## src/rtl/core/lsaw_ram.sv

```systemverilog
// Generic simple dual-port RAM, one write port, one registered read port.
// No dependencies.
`timescale 1ns / 1ps
`default_nettype none

module lsaw_ram #(
  parameter int WIDTH = 8,
  parameter int DEPTH = 16
) (
  input  wire logic                     clk,
  input  wire logic                     we,
  input  wire logic [$clog2(DEPTH)-1:0] waddr,
  input  wire logic [WIDTH-1:0]         wdata,
  input  wire logic [$clog2(DEPTH)-1:0] raddr,
  output logic      [WIDTH-1:0]         rdata
);

  logic [WIDTH-1:0] mem [DEPTH];

  always_ff @(posedge clk) begin
    if (we) begin
      mem[waddr] <= wdata;
    end
    rdata <= mem[raddr];
  end

endmodule

`default_nettype wire

```

## config.mk

```make
export PLATFORM = sky130hd
export DESIGN_NAME = lsaw_ram
export DESIGN_NICKNAME = d
export VERILOG_FILES = /design/src/rtl/core/lsaw_ram.sv
export SDC_FILE = /design/constraint.sdc
export NUM_CORES = 1
export LEC_CHECK = 0
export ABC_AREA = 1
export BUFFER_PORTS_ARGS = -buffer_cell sky130_fd_sc_hd__buf_2
export CAP_MARGIN = 15
export CORE_MARGIN = 3
export CORE_UTILIZATION = 28
export CTS_CLUSTER_DIAMETER = 60
export DETAILED_ROUTE_END_ITERATION = 8
export PLACE_DENSITY = 0.45
export SLEW_MARGIN = 20
export SYNTH_ARGS = -nofsm -noshare
export SYNTH_HDL_FRONTEND = slang
export SYNTH_SLANG_ARGS = --single-unit
```

## constraint.sdc

```tcl
create_clock -name clk -period 2.6 [get_ports clk]
set_clock_uncertainty 0.15 [all_clocks]
set_input_delay 0.39 -clock clk [delete_from_list [all_inputs] [get_ports clk]]
set_output_delay 0.39 -clock clk [all_outputs]
set_load 0.03 [all_outputs]
```

==> results of run 1 <==
[cells in the mapped netlist, drive strengths merged]
master / instances
nand2: 173
edfxtp: 128
buf: 24
nand3: 97
inv: 102
nor2: 17
dfxtp: 8
nand3b: 2
[metal layers]
metal,share of wire (%),vias to the layer above
li1,-,1833
met4,1.8,0
met3,4.3,15
met2,47,84
met1,47,1786
met5,0,-
[per-stage QoR]
| step | hold WS (ns) | cells |
|---|---|---|
| 3_5_place_dp | 0.5252 | 827 |
| 2_1_floorplan | 0.3389 | 551 |
| 6_report | 0.1733 | 859 |
| 3_3_place_gp | 0.5265 | 827 |
| 5_1_grt | 0.1846 | 859 |
| 4_1_cts | 0.1578 | 859 |
[sequential cells by signal, summed over array words and instances, names as in the netlist]
signal / flops
mem: 128
rdata: 8
[final cells by class]
cell class              count  area (um2)  share of cell area, %
clock buffers              22       464.2                  6.905
repair buffers             35       225.2                  3.350
flip-flops and latches    136        4004                  59.56
multi-input cells         289        1214                  18.05
inverters                 102       382.9                  5.695
well taps                 265       331.6                  4.932
clock inverters            10       101.3                  1.508
[cells by family after synthesis]
logic type	Yosys count	share of synthesized area, %
buffers and inverters	126	9.525
flip-flops	136	69.43
AND/OR/NAND/NOR	289	21.05
[power by group]
part | internal [mW] | switching (mW)
logic | 0.0852 | 0.238
clock network | 1.45 | 0.855
registers | 2.45 | 0.0199
[final timing paths]
path	start	end	cells after the start
hold reg to reg	mem[6][2]	rdata[2]	6
setup / recovery	rdata[7]	rdata[7]	1
hold / removal	raddr[3]	rdata[6]	3
setup reg to reg	mem[11][4]	rdata[4]	6
[cells in the final DEF (no fill, tap or decap)]
| cell type | n |
|---|---|
| buf_12 | 2 |
| nand2_1 | 173 |
| nand3_1 | 97 |
| edfxtp_1 | 128 |
| clkbuf_16 | 17 |
| bufinv_16 | 2 |
| buf_4 | 8 |
| clkbuf_1 | 3 |
| nand3b_1 | 2 |
| clkinv_1 | 1 |
| clkinv_2 | 6 |
| nor2_1 | 17 |
| clkinvlp_4 | 1 |
| clkbuf_8 | 2 |
| dfxtp_1 | 8 |
| inv_1 | 100 |
| buf_2 | 25 |
| inv_2 | 2 |
==> flow_summary_export.csv, run 1 <==
group,metric,value,unit
status,status,"finished, final reports clean",
yosys,syn_area_per_cell,10.47,um2
place,dpl.hpwl,9030,um
setup_path,crit_type,"flop to primary output",
power,p_total,5.097,mW
place,preCtsSetupSlack,0.6687,ns
worst_hold_path,hold_class,"input port to flop",
setup_path,arrival,1.02,ns
setup_path,endpoint_kind,"primary output",
grt,grt_pass1_vias,3650,
setup_path,regToRegSetupSlack,1.41,ns
floorplanning,fp-row-count,51,
cells_and_area,area_growth,16.58,%
cells_and_area,final_util,33.88,%
sta,finalSetupTns,0,ns
place,place.gp.congestion,0.7850,
sta,report.final.slew_viol_count,0,
grt,antenna_found_initial,0,
drt,drt_first_pass_iters,4,
cells_and_area,drive_gt1_share,10.94,%
sta,rsz0062_at_grt,"false",
setup_path,worstPathCellList,"buf_2",
sta,finalSetupViolCount,0,
setup_path,critical_path_required,2.06,ns
setup_path,max_stage_delay,0.38,ns
grt,grt_use_met3,2.907,%
sta,maxSlewHeadroom,43.19,%
drt,wl_per_cell,16.36,um
cts,holdBufCountCts,0,
setup_path,slowest_stage,"dfxtp_1",
floorplanning,initial_utilization,29.06,%
drt,ant_nets,0,
grt,grt_pass1_wl,22110,um
yosys,synth_cells,551,
sta,worst_pin_slew,0.8490,ns
yosys,synth-seq-area-share,69.43,%
sta,clock.fmax,642.0,MHz
cells_and_area,n_fill_cell,2005,
sta,min_period_over_period,59.90,%
run,drv_cap,0,
power,vdd_drop_max,0.4141,mV
power,p_leak,2.856,nW
yosys,synthTopCellsByArea,"edfxtp_1 67%, nand2_1 11%, nand3_1 8.4%",
cts,cts_tree,"yes",
cts,cts_buffer_depth,2,
grt,grt_usage,13.50,%
drt,wirelength,14050,um
floorplanning,dieArea,0.02235,mm2
sta,final-hold-violation-count,0,
cells_and_area,n_antenna_cell,0,
power,power_density,758.1,mW/mm2
grt,use_met2,21.06,%
drt,via_per_inst,4.328,
cts,root_buffer,"clkbuf_16",
sta,fin_ws,1.042,ns
drt,drc,0,
cells_and_area,nets,599,
setup_path,crit_buf_inv,1,
yosys,synth_nets,569,
floorplanning,fp.coreArea,0.01985,mm2
grt,grt_max_degree,65,
setup_path,critPathTopFamily,"flip-flops",
place,postPlaceCellArea,0.006157,mm2
setup_path,worstPathMaxFanout,1,
floorplanning,pin_count,26,
yosys,synth.largest_area_cell,"edfxtp_1",
cts,numCtsBuffers,17,
cts,path_clk_slew,0.05,ns
floorplanning,die_w,149.5,um
cts,cts-resized-gates,0,
cts,clk_latency,0.42,ns
yosys,yosysTopAreaCellShare,66.65,%
drt,first_iter_violations,276,
setup_path,setup.worst_path.start_class,"flop",
grt,overflow,0,
grt,grt-busiest-layer,"met2",
cts,clkSinkCount,136,
cells_and_area,stdcell_area,0.006723,mm2
place,port-buffer-count,25,
yosys,mappedNetlistArea,0.005767,mm2
yosys,ys_types,12,
cts,h-tree-depth,4,
sta,min_period,1.558,ns
grt,grt_use_met1,18.42,%
floorplanning,die_h,149.5,um
yosys,ys_warn_count,0,
drt,vias,3718,
cts,post-cts-setup-buffer-count,0,
yosys,ys_ff_latch,136,
(Power assumes the default switching activity.)
==> run 2: changes to the inputs <==
==> constraint.sdc (replaced) <==
create_clock -name clk -period 1.6 [get_ports clk]
set_clock_uncertainty 0.15 [all_clocks]
set_input_delay 0.24 -clock clk [delete_from_list [all_inputs] [get_ports clk]]
set_output_delay 0.24 -clock clk [all_outputs]
set_load 0.03 [all_outputs]
==> flow_summary_export.csv, run 2 (synthesis results as in run 1) <==
group,metric,value,unit
status,status,"finished, final reports clean",
cells_and_area,nets,616,
cts,holdBufCountCts,0,
floorplanning,fp.coreArea,0.01985,mm2
setup_path,setup.worst_path.start,"rdata[7]",
sta,worst_pin_slew,0.3912,ns
setup_path,critPathTopFamily,"flip-flops",
grt,grt_usage,13.07,%
drt,via_per_inst,4.293,
power,power_switching_share,20.20,%
cts,root_buffer,"clkbuf_16",
setup_path,crit_type,"flop to primary output",
cts,cts-resized-gates,0,
setup_path,arrival,1.02,ns
cts,h-tree-depth,4,
cells_and_area,regMostFlops,"mem",
floorplanning,dieArea,0.02235,mm2
sta,clock.fmax,709.2,MHz
place,preCtsSetupSlack,0.04481,ns
sta,report.final.slew_viol_count,0,
cells_and_area,drive_gt1_share,13.42,%
place,dpl.hpwl,8777,um
setup_path,endpoint_kind,"primary output",
sta,finalSetupTns,0,ns
drt,drc,0,
setup_path,regToRegSetupSlack,0.40,ns
cells_and_area,top_regs,"mem: 128 flops, rdata: 8 flops",
drt,first_iter_violations,338,
floorplanning,die_w,149.5,um
drt,wirelength,13790,um
setup_path,endpoint,"rdata[7]",
floorplanning,fp-row-count,51,
grt,overflow,0,
cells_and_area,area_growth,20.85,%
floorplanning,initial_utilization,29.06,%
cts,numCtsBuffers,17,
cts,clk_latency,0.42,ns
cts,post-cts-setup-buffer-count,0,
drt,vias,3761,
power,clock_power_share,49.3,%
place,port-buffer-count,25,
cts,cts_buffer_depth,2,
place,place.gp.congestion,0.8067,
sta,fin_ws,0.1900,ns
sta,rsz0062_at_grt,"false",
setup_path,slowest_stage,"dfxtp_1",
setup_path,crit_buf_inv,1,
cts,clkSinkCount,136,
grt,grt_pass1_wl,21310,um
power,pwr-share-seq,44.5,%
floorplanning,pin_count,26,
setup_path,worstPathCellList,"buf_2",
grt,grt_max_degree,52,
drt,wl_per_cell,15.75,um
power,p_leak,2.996,nW
sta,min_period,1.410,ns
grt,antenna_found_initial,0,
setup_path,critical_path_required,1.21,ns
drt,ant_nets,0,
cells_and_area,n_antenna_cell,0,
cells_and_area,layout_commonest_cell,"nand2_1",
setup_path,r2r-start,"mem[0][7]",
setup_path,worstPathMaxFanout,1,
setup_path,setup.worst_path.start_class,"flop",
setup_path,ff2ff_path_depth,6,
power,power_density,1292,mW/mm2
power,vdd_drop_max,0.7081,mV
setup_path,cp.depth,1,
cells_and_area,n_fill_cell,1939,
sta,finalSetupViolCount,0,
power,p_sw,1.819,mW
cells_and_area,layout.cells.non_filler,876,
sta,final-hold-violation-count,0,
run,drv_cap,0,
worst_hold_path,hold_class,"input port to flop",
power,p_comb_share,6.2,%
setup_path,r2r_end,"rdata[7]",
setup_path,max_stage_delay,0.38,ns
sta,maxSlewHeadroom,73.92,%
place,dp.cells,844,
cts,cts_tree,"yes",
floorplanning,die_h,149.5,um
drt,drt_first_pass_iters,4,
power,intPower,7.186,mW
cells_and_area,layout_common_cells,"173 x nand2_1, 128 x edfxtp_1, 100 x inv_1, 97 x nand3_1, 25 x buf_2",
cells_and_area,largest_reg_flops,128,
grt,grt_pass1_vias,3631,
sta,min_period_over_period,88.13,%
cts,path_clk_slew,0.06,ns
run 2: metrics by stage:
step                      cell area (um2)  hold slack (ns)  util [%]  power (mW)
after CTS                            6969          0.08531     35.12       9.086
after detailed placement             6297           0.5019     31.73       4.643
after global placement               6297           0.5100     31.73       4.642
after floorplan                      5767           0.1889         -       4.404
final                                6969          0.08274     35.12       9.005
after global routing                 6969          0.09002     35.12       9.303
run 2: final cells by class:
| cell class | instances | area, um2 | area share, % |
|---|---|---|---|
| clock buffer | 24 | 481.7 | 6.912 |
| clock inverter | 8 | 190.2 | 2.729 |
| inverter | 102 | 382.9 | 5.494 |
| multi-input combinational | 289 | 1214 | 17.41 |
| sequential | 136 | 4004 | 57.45 |
| tap | 265 | 331.6 | 4.758 |
| timing repair buffer | 52 | 365.4 | 5.242 |
run 2: how the worst min path moves through the flow:
stage	start	to	slack, ns	cells after the start
global route	wdata[2]	mem[0][2]	0.09	1
detailed placement	mem[6][2]	rdata[2]	0.50	6
global placement	mem[7][2]	rdata[2]	0.51	6
CTS	wdata[2]	mem[3][2]	0.09	1
finish	wdata[2]	mem[3][2]	0.08	1
floorplan	wdata[0]	mem[0][0]	0.19	0
run 2: power by group through the flow:
stage	Clock, mW	Combinational (mW)	Sequential, mW
after floorplan	0	0.281	4.12
after global placement	0	0.560	4.08
after detailed placement	0	0.562	4.08
after CTS	4.51	0.565	4.01
after global routing	4.67	0.623	4.01
final	4.44	0.556	4.01
run 2: layer usage:
layer	global-route usage, %	part of all wire [%]	vias to the layer above
met2	19.66	46	94
met1	18.15	48	1786
met4	5.767	1.9	0
li1	-	-	1865
met3	2.877	4.4	16
met5	0	0	-
